## src/hdl/kium_pkg.sv

```systemverilog
// shared constants, types and helpers for the k-way interval union merge
`default_nettype none

package kium_pkg;

  // sizes of the track store
  localparam int MAX_TRACKS = 4;
  localparam int EPT        = 16;
  localparam int TSEL_W     = (MAX_TRACKS > 1) ? $clog2(MAX_TRACKS) : 1;
  localparam int IDX_W      = (EPT > 1) ? $clog2(EPT) : 1;
  localparam int CNT_W      = $clog2(EPT + 1);
  localparam int NEST_W     = $clog2(MAX_TRACKS + 1);

  // item field widths
  localparam int TRK_W = 2;
  localparam int POS_W = 31;
  localparam int ACT_W = 3;

  // command queue between front and back
  localparam int QDEPTH = 4;
  localparam int QPTR_W = $clog2(QDEPTH);
  localparam int QCNT_W = $clog2(QDEPTH + 1);

  // configuration port
  localparam int ADDR_W = 3;
  localparam int DATA_W = 32;
  localparam logic RIDX_ACTIVE = 1'b0;
  localparam logic [ACT_W-1:0] ACTIVE_RST = ACT_W'(MAX_TRACKS);

  // command codes
  localparam logic CMD_LOAD = 1'b0;
  localparam logic CMD_END  = 1'b1;

  // queued command
  typedef struct packed {
    logic             cmd;
    logic [TRK_W-1:0] track;
    logic [POS_W-1:0] position;
  } q_item_t;

  // queue status seen by both sides
  typedef struct packed {
    logic full;
    logic empty;
  } q_stat_t;

  // merge sequencer states
  typedef enum logic [1:0] {
    ST_IDLE  = 2'b01,
    ST_MERGE = 2'b10
  } bst_t;

  // clamp the track count register into 1..MAX_TRACKS
  function automatic logic [ACT_W-1:0] eff_tracks(input logic [ACT_W-1:0] raw);
    logic [ACT_W-1:0] res;
    if (raw == '0) begin
      res = ACT_W'(1);
    end else if (raw > ACT_W'(MAX_TRACKS)) begin
      res = ACT_W'(MAX_TRACKS);
    end else begin
      res = raw;
    end
    return res;
  endfunction

endpackage

`default_nettype wire

```

## src/hdl/kium_if.sv

```systemverilog
// item channel interfaces for input commands and merged results
`default_nettype none

interface kium_in_if;
  logic                      valid;
  logic                      ready;
  logic                      cmd;
  logic [kium_pkg::TRK_W-1:0] track;
  logic [kium_pkg::POS_W-1:0] position;

  modport source (output valid, output cmd, output track, output position, input ready);
  modport sink   (input valid, input cmd, input track, input position, output ready);
endinterface

interface kium_out_if;
  logic                      valid;
  logic                      ready;
  logic [kium_pkg::POS_W-1:0] edge_res;
  logic                      is_begin;
  logic                      overflow;
  logic                      last;

  modport source (output valid, output edge_res, output is_begin, output overflow,
                  output last, input ready);
  modport sink   (input valid, input edge_res, input is_begin, input overflow,
                  input last, output ready);
endinterface

`default_nettype wire

```

## src/hdl/kium_front.sv

```systemverilog
// front end: accepts input items and filters loads to inactive tracks
`default_nettype none

module kium_front (
  kium_in_if.sink                     in_chan,
  input  logic [kium_pkg::ACT_W-1:0]  act_eff,
  input  kium_pkg::q_stat_t           q_stat,
  output logic                        push,
  output kium_pkg::q_item_t           push_item
);
  import kium_pkg::*;

  logic keep;

  // take an item whenever the queue has room
  assign in_chan.ready = !q_stat.full;

  // end-of-read always passes, loads only for active tracks
  assign keep = (in_chan.cmd == CMD_END) ||
                ({{(ACT_W-TRK_W){1'b0}}, in_chan.track} < act_eff);

  assign push = in_chan.valid && in_chan.ready && keep;

  assign push_item.cmd      = in_chan.cmd;
  assign push_item.track    = in_chan.track;
  assign push_item.position = in_chan.position;

endmodule

`default_nettype wire

```

## src/hdl/kium_fifo.sv

```systemverilog
// short command queue between front and back end
`default_nettype none

module kium_fifo (
  input  logic              clk,
  input  logic              rst_n,
  input  logic              push,
  input  kium_pkg::q_item_t push_item,
  input  logic              pop,
  output kium_pkg::q_item_t pop_item,
  output kium_pkg::q_stat_t q_stat
);
  import kium_pkg::*;

  q_item_t           q_mem_r [QDEPTH];
  logic [QPTR_W-1:0] wr_ptr_r, wr_ptr_nxt;
  logic [QPTR_W-1:0] rd_ptr_r, rd_ptr_nxt;
  logic [QCNT_W-1:0] cnt_r, cnt_nxt;
  logic              do_push, do_pop;

  assign q_stat.full  = (cnt_r == QCNT_W'(QDEPTH));
  assign q_stat.empty = (cnt_r == '0);
  assign do_push      = push && !q_stat.full;
  assign do_pop       = pop && !q_stat.empty;
  assign pop_item     = q_mem_r[rd_ptr_r];

  // pointer and fill count update
  always_comb begin
    wr_ptr_nxt = wr_ptr_r;
    rd_ptr_nxt = rd_ptr_r;
    cnt_nxt    = cnt_r;
    if (do_push) begin
      wr_ptr_nxt = (wr_ptr_r == QPTR_W'(QDEPTH - 1)) ? '0 : wr_ptr_r + 1'b1;
    end
    if (do_pop) begin
      rd_ptr_nxt = (rd_ptr_r == QPTR_W'(QDEPTH - 1)) ? '0 : rd_ptr_r + 1'b1;
    end
    if (do_push && !do_pop) begin
      cnt_nxt = cnt_r + 1'b1;
    end else if (!do_push && do_pop) begin
      cnt_nxt = cnt_r - 1'b1;
    end
  end

  always_ff @(posedge clk) begin
    if (!rst_n) begin
      wr_ptr_r <= '0;
      rd_ptr_r <= '0;
      cnt_r    <= '0;
    end else begin
      wr_ptr_r <= wr_ptr_nxt;
      rd_ptr_r <= rd_ptr_nxt;
      cnt_r    <= cnt_nxt;
    end
  end

  // queue storage
  always_ff @(posedge clk) begin
    if (do_push) begin
      q_mem_r[wr_ptr_r] <= push_item;
    end
  end

endmodule

`default_nettype wire

```

## src/hdl/kium_back.sv

```systemverilog
// back end: track store, k-way merge sequencer and result register
`default_nettype none

module kium_back (
  input  logic                        clk,
  input  logic                        rst_n,
  input  logic [kium_pkg::ACT_W-1:0]  act_eff,
  input  kium_pkg::q_item_t           pop_item,
  input  kium_pkg::q_stat_t           q_stat,
  output logic                        pop,
  kium_out_if.source                  out_chan
);
  import kium_pkg::*;

  // store banks, one per track, and per-track merge state
  logic [POS_W-1:0]      mem_r   [MAX_TRACKS][EPT];
  logic [POS_W-1:0]      hv_r    [MAX_TRACKS];
  logic [CNT_W-1:0]      cnt_r   [MAX_TRACKS];
  logic [CNT_W-1:0]      cnt_nxt [MAX_TRACKS];
  logic [CNT_W-1:0]      head_r  [MAX_TRACKS];
  logic [CNT_W-1:0]      head_nxt[MAX_TRACKS];
  logic [MAX_TRACKS-1:0] inside_r, inside_nxt;
  logic [NEST_W-1:0]     nest_r, nest_nxt;
  logic                  drop_r, drop_nxt;
  bst_t                  state_r, state_nxt;

  // pending result, held until the next one shows whether it is last
  logic                  pend_v_r;
  logic [POS_W-1:0]      pend_pos_r;
  logic                  pend_beg_r;

  // output register
  logic                  out_v_r;
  logic [POS_W-1:0]      out_pos_r;
  logic                  out_beg_r;
  logic                  out_ovf_r;
  logic                  out_last_r;

  logic                  do_load, trk_full;
  logic                  found, cur_in;
  logic [TSEL_W-1:0]     best;
  logic [POS_W-1:0]      best_pos;
  logic                  emit_beg, emit_end, emit;
  logic                  can_load, step_go, fin, out_load;

  assign can_load = !out_v_r || out_chan.ready;

  // pop commands only while not merging
  assign pop     = (state_r == ST_IDLE) && !q_stat.empty;
  assign do_load = pop && (pop_item.cmd == CMD_LOAD);

  // full check of the addressed track
  always_comb begin
    trk_full = 1'b0;
    for (int t = 0; t < MAX_TRACKS; t++) begin
      if (pop_item.track == TRK_W'(t) && cnt_r[t] == CNT_W'(EPT)) begin
        trk_full = 1'b1;
      end
    end
  end

  // smallest head over the active tracks, ties to the lower track
  always_comb begin
    found    = 1'b0;
    best     = '0;
    best_pos = '0;
    cur_in   = 1'b0;
    for (int t = 0; t < MAX_TRACKS; t++) begin
      if (ACT_W'(t) < act_eff && head_r[t] < cnt_r[t]) begin
        if (!found || hv_r[t] < best_pos) begin
          found    = 1'b1;
          best     = TSEL_W'(t);
          best_pos = hv_r[t];
          cur_in   = inside_r[t];
        end
      end
    end
  end

  // union edge detection on the nesting level
  assign emit_beg = !cur_in && (nest_r == '0);
  assign emit_end = cur_in && (nest_r == NEST_W'(1));
  assign emit     = emit_beg || emit_end;

  // a step stalls only when it must push the pending result into a full output
  assign step_go  = (state_r == ST_MERGE) && found && (!emit || !pend_v_r || can_load);
  assign fin      = (state_r == ST_MERGE) && !found && (!pend_v_r || can_load);
  assign out_load = pend_v_r && ((step_go && emit) || fin);

  // next state of the per-read bookkeeping
  always_comb begin
    state_nxt  = state_r;
    inside_nxt = inside_r;
    nest_nxt   = nest_r;
    drop_nxt   = drop_r;
    for (int t = 0; t < MAX_TRACKS; t++) begin
      cnt_nxt[t]  = cnt_r[t];
      head_nxt[t] = head_r[t];
    end
    case (state_r)
      ST_IDLE: begin
        if (pop && pop_item.cmd == CMD_END) begin
          state_nxt = ST_MERGE;
        end
        if (do_load) begin
          if (trk_full) begin
            drop_nxt = 1'b1;
          end else begin
            for (int t = 0; t < MAX_TRACKS; t++) begin
              if (pop_item.track == TRK_W'(t)) begin
                cnt_nxt[t] = cnt_r[t] + 1'b1;
              end
            end
          end
        end
      end
      ST_MERGE: begin
        if (step_go) begin
          for (int t = 0; t < MAX_TRACKS; t++) begin
            if (best == TSEL_W'(t)) begin
              head_nxt[t]   = head_r[t] + 1'b1;
              inside_nxt[t] = !inside_r[t];
            end
          end
          if (!cur_in) begin
            nest_nxt = nest_r + 1'b1;
          end else if (nest_r != '0) begin
            nest_nxt = nest_r - 1'b1;
          end
        end else if (fin) begin
          state_nxt  = ST_IDLE;
          inside_nxt = '0;
          nest_nxt   = '0;
          drop_nxt   = 1'b0;
          for (int t = 0; t < MAX_TRACKS; t++) begin
            cnt_nxt[t]  = '0;
            head_nxt[t] = '0;
          end
        end
      end
      default: begin
        state_nxt = ST_IDLE;
      end
    endcase
  end

  // control registers
  always_ff @(posedge clk) begin
    if (!rst_n) begin
      state_r  <= ST_IDLE;
      inside_r <= '0;
      nest_r   <= '0;
      drop_r   <= 1'b0;
      pend_v_r <= 1'b0;
      out_v_r  <= 1'b0;
      for (int t = 0; t < MAX_TRACKS; t++) begin
        cnt_r[t]  <= '0;
        head_r[t] <= '0;
      end
    end else begin
      state_r  <= state_nxt;
      inside_r <= inside_nxt;
      nest_r   <= nest_nxt;
      drop_r   <= drop_nxt;
      for (int t = 0; t < MAX_TRACKS; t++) begin
        cnt_r[t]  <= cnt_nxt[t];
        head_r[t] <= head_nxt[t];
      end
      if (step_go && emit) begin
        pend_v_r <= 1'b1;
      end else if (fin) begin
        pend_v_r <= 1'b0;
      end
      if (out_load) begin
        out_v_r <= 1'b1;
      end else if (out_chan.ready) begin
        out_v_r <= 1'b0;
      end
    end
  end

  // store write and registered head reads
  always_ff @(posedge clk) begin
    for (int t = 0; t < MAX_TRACKS; t++) begin
      if (do_load && !trk_full && pop_item.track == TRK_W'(t)) begin
        mem_r[t][cnt_r[t][IDX_W-1:0]] <= pop_item.position;
      end
      hv_r[t] <= mem_r[t][head_nxt[t][IDX_W-1:0]];
    end
  end

  // pending and output payload
  always_ff @(posedge clk) begin
    if (step_go && emit) begin
      pend_pos_r <= best_pos;
      pend_beg_r <= emit_beg;
    end
    if (out_load) begin
      out_pos_r  <= pend_pos_r;
      out_beg_r  <= pend_beg_r;
      out_ovf_r  <= drop_r;
      out_last_r <= fin;
    end
  end

  assign out_chan.valid    = out_v_r;
  assign out_chan.edge_res = out_pos_r;
  assign out_chan.is_begin = out_beg_r;
  assign out_chan.overflow = out_ovf_r;
  assign out_chan.last     = out_last_r;

endmodule

`default_nettype wire

```

## src/hdl/kway_interval_union_merge.sv

```systemverilog
// top level of the k-way interval union merge with its register port
//
// channel   | dir | handshake            | payload
// ----------+-----+----------------------+-------------------------------------
// in_chan   | in  | valid/ready          | cmd, track, position
// out_chan  | out | valid/ready          | edge_res, is_begin, overflow, last
// cfg (APB) | in  | psel/penable/pready  | paddr, pwdata, prdata (active_tracks)
//
// a load item is written into its track in the back end through the single store write port;
// an end-of-read item leaves the queue and starts the merge loop, which pops one head per
// cycle unless an output stall holds it, and closes the read once every stored endpoint is taken.
// a 4-entry command queue lets loads be accepted while a merge runs.
// output stalls hold the merge only when a new union edge must be pushed out.
// synchronous reset clears counts, levels and queues; the store needs no clearing.
`default_nettype none

module kway_interval_union_merge (
  input  logic                         clk,
  input  logic                         rst_n,
  kium_in_if.sink                      in_chan,
  kium_out_if.source                   out_chan,
  input  logic                         psel,
  input  logic                         penable,
  input  logic                         pwrite,
  input  logic [kium_pkg::ADDR_W-1:0]  paddr,
  input  logic [kium_pkg::DATA_W-1:0]  pwdata,
  output logic [kium_pkg::DATA_W-1:0]  prdata,
  output logic                         pready
);
  import kium_pkg::*;

  logic [ACT_W-1:0] active_r;
  logic [ACT_W-1:0] act_eff;
  logic             push, pop;
  q_item_t          push_item, pop_item;
  q_stat_t          q_stat;

  // register port
  assign pready = 1'b1;
  assign prdata = (paddr[2] == RIDX_ACTIVE) ? DATA_W'(active_r) : '0;

  always_ff @(posedge clk) begin
    if (!rst_n) begin
      active_r <= ACTIVE_RST;
    end else if (psel && penable && pwrite && pready && paddr[2] == RIDX_ACTIVE) begin
      active_r <= pwdata[ACT_W-1:0];
    end
  end

  assign act_eff = eff_tracks(active_r);

  // front, queue and back
  kium_front u_front (
    .in_chan   (in_chan),
    .act_eff   (act_eff),
    .q_stat    (q_stat),
    .push      (push),
    .push_item (push_item)
  );

  kium_fifo u_fifo (
    .clk       (clk),
    .rst_n     (rst_n),
    .push      (push),
    .push_item (push_item),
    .pop       (pop),
    .pop_item  (pop_item),
    .q_stat    (q_stat)
  );

  kium_back u_back (
    .clk      (clk),
    .rst_n    (rst_n),
    .act_eff  (act_eff),
    .pop_item (pop_item),
    .q_stat   (q_stat),
    .pop      (pop),
    .out_chan (out_chan)
  );

endmodule

`default_nettype wire

```

## src/flat_wrapper.sv

```systemverilog
// flat-port wrapper written by rule: the top's interface ports become plain ports
module kway_interval_union_merge_flat import kium_pkg::*;
  (clk, rst_n, psel, penable, pwrite, paddr, pwdata, prdata, pready, in_chan_valid, in_chan_cmd, in_chan_track, in_chan_position, in_chan_ready, out_chan_valid, out_chan_edge_res, out_chan_is_begin, out_chan_overflow, out_chan_last, out_chan_ready);
  kium_in_if in_chan_i ();
  kium_out_if out_chan_i ();
  input  logic clk;
  input  logic rst_n;
  input  logic psel;
  input  logic penable;
  input  logic pwrite;
  input  logic [kium_pkg::ADDR_W-1:0] paddr;
  input  logic [kium_pkg::DATA_W-1:0] pwdata;
  output logic [kium_pkg::DATA_W-1:0] prdata;
  output logic pready;
  input wire logic [$bits(in_chan_i.valid)-1:0] in_chan_valid;
  input wire logic [$bits(in_chan_i.cmd)-1:0] in_chan_cmd;
  input wire logic [$bits(in_chan_i.track)-1:0] in_chan_track;
  input wire logic [$bits(in_chan_i.position)-1:0] in_chan_position;
  output wire logic [$bits(in_chan_i.ready)-1:0] in_chan_ready;
  output wire logic [$bits(out_chan_i.valid)-1:0] out_chan_valid;
  output wire logic [$bits(out_chan_i.edge_res)-1:0] out_chan_edge_res;
  output wire logic [$bits(out_chan_i.is_begin)-1:0] out_chan_is_begin;
  output wire logic [$bits(out_chan_i.overflow)-1:0] out_chan_overflow;
  output wire logic [$bits(out_chan_i.last)-1:0] out_chan_last;
  input wire logic [$bits(out_chan_i.ready)-1:0] out_chan_ready;
  assign in_chan_i.valid = in_chan_valid;
  assign in_chan_i.cmd = in_chan_cmd;
  assign in_chan_i.track = in_chan_track;
  assign in_chan_i.position = in_chan_position;
  assign in_chan_ready = in_chan_i.ready;
  assign out_chan_valid = out_chan_i.valid;
  assign out_chan_edge_res = out_chan_i.edge_res;
  assign out_chan_is_begin = out_chan_i.is_begin;
  assign out_chan_overflow = out_chan_i.overflow;
  assign out_chan_last = out_chan_i.last;
  assign out_chan_i.ready = out_chan_ready;
  kway_interval_union_merge u_core (.clk(clk), .rst_n(rst_n), .in_chan(in_chan_i), .out_chan(out_chan_i), .psel(psel), .penable(penable), .pwrite(pwrite), .paddr(paddr), .pwdata(pwdata), .prdata(prdata), .pready(pready));
endmodule
```

## config.mk

```make
export PLATFORM = sky130hd
export DESIGN_NAME = kway_interval_union_merge_flat
export DESIGN_NICKNAME = d
export VERILOG_FILES = /design/src/hdl/kium_pkg.sv /design/src/hdl/kium_if.sv /design/src/hdl/kium_front.sv /design/src/hdl/kium_fifo.sv /design/src/hdl/kium_back.sv /design/src/hdl/kway_interval_union_merge.sv /design/src/flat_wrapper.sv
export SDC_FILE = /design/constraint.sdc
export NUM_CORES = 2
export LEC_CHECK = 0
export BUFFER_PORTS_ARGS = -buffer_cell sky130_fd_sc_hd__buf_4
export CORE_ASPECT_RATIO = 1.4
export CORE_MARGIN = 10
export CORE_UTILIZATION = 30
export DETAILED_ROUTE_END_ITERATION = 7
export GPL_TIMING_DRIVEN = 0
export PLACE_DENSITY = 0.44
export SLEW_MARGIN = 0
export SYNTH_ARGS = -nofsm -noshare
export SYNTH_HDL_FRONTEND = slang
export SYNTH_SLANG_ARGS = --single-unit
```

## constraint.sdc

```tcl
create_clock -name clk -period 11.1 [get_ports clk]
set_input_delay 0.555 -clock clk [delete_from_list [all_inputs] [get_ports clk]]
set_output_delay 0.555 -clock clk [all_outputs]
set_load 0.1 [all_outputs]
```

==> run metrics <==
Setup-failing EPs final=0; ys flop type=edfxtp_1; power per cell area=199 nW/um^2; CTS Buf Count=around 240; FF-to-FF path depth=50; WS Path Type=reg -> reg; Max-Slew Margin vs Limit=between 10% and 20%; Layout Nets=8,042; GP Congestion=1.01; Total Power Consumption=0.0252 W; CTS tree=done; Synth top cells by count=edfxtp_1, nand2_1, a211oi_1; EDFF count, synth=2,186; setup TNS=0 ns; Antenna Nets Post-Route=0; Die W=509 um; Worst Hold End=u_core.active_r[1]; asr flop ratio synth=0%; IO Pins=145; sequential area share after synthesis=69.1%; Max-Cap Viols=0; Avg Synthesized Cell Area=14.1 um^2; leakage=between 40 and 50 nW; worst endpoint required time=11.86 ns; hpwl dp=258,000 um; Critical-path top delay cell=or3_4; Tcrit/Tclk final=98.8%; Synth cell types=80; row count=251; hold path depth=4; Die ar.=359,000 um^2; share of cells above drive strength 1=between 20 and 30%; first-pass GRT wire length=510,000 um; slowest cell delay on critical path=0.44 ns; worst-path fanout max=10; Worst Skew=0.111 ns; initial antenna violation count=33; Die Ht=705 um; DRT Pass-1 Iters=6; RSZ-0062 raised after global routing=true; Setup crit start kind=register; Area contributors post-synth=edfxtp_1, a211oi_1, dfxtp_1; synth warn=0; Cells after Synth=7,146; worst-margin pin slew=approximately 1.2 ns; Critical R2R Capture=u_core.u_back.hv_r[3][30]; worst r2r src=u_core.u_back.cnt_r[0][2]; Worst Path Arrival=about 12 ns; wire per inst=slightly below 30 um; vias post-DR=66.4k; endpoint class of the critical path=register; worst skew pair latency=1.00 ns; Clock transition at path regs=around 0.060 ns; Via density=between 5 and 6; most used cell, CP=buf_12; final hold viol count=0; final WL=366,000 um; HP Start=pwrite; most common cell in the netlist=edfxtp_1; Tightest Hold Check Type=in -> reg; VDD IR max=0.168 mV; R2R setup slack=between 0.1 and 0.15 ns; synthesized cell area=100,000 um^2; Area Overhead vs Synth=25.9%; DRC Markers=0; Yosys top cell area share=approximately two thirds; Seq cells post-synth=2,374; leading area contributor after synthesis=edfxtp_1; PortBufs=82; Overall Global Routing Usage=roughly a fifth; H-tree levels=4; Iter 0 DRT Violations=6,012; clock sink count=2,374; pin count of the biggest net entering global routing=49; root buffer cell=clkbuf_16; fin crit period=about 11 ns; core area=334,000 um^2; Initial Util=30.1%; Final Slew Violations=0; FMAX=91.2 MHz; outcome=finished, final reports clean; GR Overflow Total=0; CTS Buffer Depth=4; vias in the first global route=67.6k
through the flow:
step | std cells | worst slack, ns | utilization (%) | cell area, um^2 | hold WS (ns)
after floorplan | 7174 | 0.0639 | - | 101000 | 0.400
after global placement | 11700 | -8.33 | 32.0 | 107000 | 0.413
after detailed placement | 11800 | -7.74 | 32.9 | 110000 | 0.405
after CTS | 12400 | -0.102 | 37.1 | 124000 | 0.145
after global routing | 12400 | -0.162 | 37.9 | 126000 | 0.176
final | 12400 | 0.130 | 37.9 | 126000 | 0.170
timing repair:
item | 4_1_cts | 5_1_grt
buffers inserted | 108 | 41
cloned | 4 | 12
pin swaps | 114 | 115
hold buffers | 37 | 0
resized for setup | 1239 | 522
endpoints found under the setup margin | 251 | 192
hold endpoints to repair | 139 | 0
sequential cells by signal, indices dropped and copies added (netlist names), 2 cells and up, named ones only:
name and count:
u_core.u_back.mem_r 1984, u_core.u_fifo.q_mem_r 136, u_core.u_back.hv_r 124, u_core.u_back.out_chan.edge_res 31, u_core.u_back.pend_pos_r 31, u_core.u_back.cnt_r 20, u_core.u_back.head_r 20, u_core.u_back.inside_r 4
u_core.active_r 3, u_core.u_back.nest_r 3, u_core.u_fifo.cnt_r 3, u_core.u_back.state_r 2, u_core.u_fifo.rd_ptr_r 2, u_core.u_fifo.wr_ptr_r 2
how the worst max path moves through the flow:
stage / from / endpoint / slack [ns] / depth (start not counted)
6_report: u_core.u_back.cnt_r[0][2] / u_core.u_back.hv_r[3][30] / 0.13 / 50
2_1_floorplan: u_core.u_back.cnt_r[0][2] / u_core.u_back.out_chan.edge_res[0] / 0.06 / 45
5_1_grt: u_core.u_back.cnt_r[0][2] / u_core.u_back.hv_r[0][23] / -0.16 / 51
3_5_place_dp: u_core.u_back.cnt_r[0][2] / u_core.u_back.hv_r[3][11] / -7.74 / 50
4_1_cts: u_core.u_back.cnt_r[0][2] / u_core.u_back.hv_r[0][23] / -0.10 / 51
3_3_place_gp: u_core.u_back.cnt_r[0][2] / u_core.u_back.hv_r[3][28] / -8.33 / 50
report_power, final:
| group | total (W) | internal (W) | switching [W] | leakage, nW |
|---|---|---|---|---|
| Combinational | 0.00558 | 0.00153 | 0.00405 | 16.9 |
| Sequential | 0.0114 | 0.0113 | 0.000138 | 21.2 |
| Clock | 0.00818 | 0.00462 | 0.00356 | 3.75 |
worst max-delay path: cells and delay by family, from the launching register on:
family / cells / cell delay (ns)
adder cells (fa/ha/maj): 4 / 0.96
flip-flops: 1 / 0.36
AO/OA/AOI/OAI: 21 / 4.54
multiplexers: 1 / 0.33
buffers and inverters: 12 / 2.04
AND/OR/NAND/NOR: 12 / 2.42
layer usage:
layer / routed length (um) / global-route usage, % / part of all wire, %
met2: 187000 / 34.9 / 51
met4: 21500 / 9.57 / 5.9
met5: 24 / 0 / 0.0066
met3: 16700 / 2.34 / 4.6
met1: 141000 / 23.2 / 39
cell families (layout without fill, tap and decap cells):
logic type	Yosys count	in the layout	share of synthesized area (%)
flops	2374	2374	69.1
compound gates	1726	1726	11.7
simple gates	1695	1695	8.00
buf+inv	720	1561	3.00
mux	476	476	6.38
fa+ha+maj	138	138	1.73
xor+xnor	15	15	0.131
other cells	2	36	0.00747
cell type report:
| cell class | count | area (um^2) |
|---|---|---|
| Timing Repair Buffer | 420 | 5270 |
| Antenna cell | 6 | 15.0 |
| Buffer | 582 | 4280 |
| Clock inverter | 115 | 1160 |
| Multi-Input combinational cell | 4080 | 33700 |
| Fill cell | 31200 | 207000 |
| Sequential cell | 2374 | 69400 |
| Tap cell | 4427 | 5540 |
| Inverter | 132 | 500 |
| Clock buffer | 312 | 6570 |
cells in the final DEF, fill, tap and decap left out, types with 222 or more instances in the layout:
cell / n
edfxtp_1: 2186
nand2_1: 747
buf_4: 281
a211oi_1: 267
clkbuf_16: 262
nor3_1: 259
mux2i_1: 259
a31oi_1: 254
and3_1: 251
clkbuf_1: 222
Note: power is estimated with default switching activity, not from simulation.
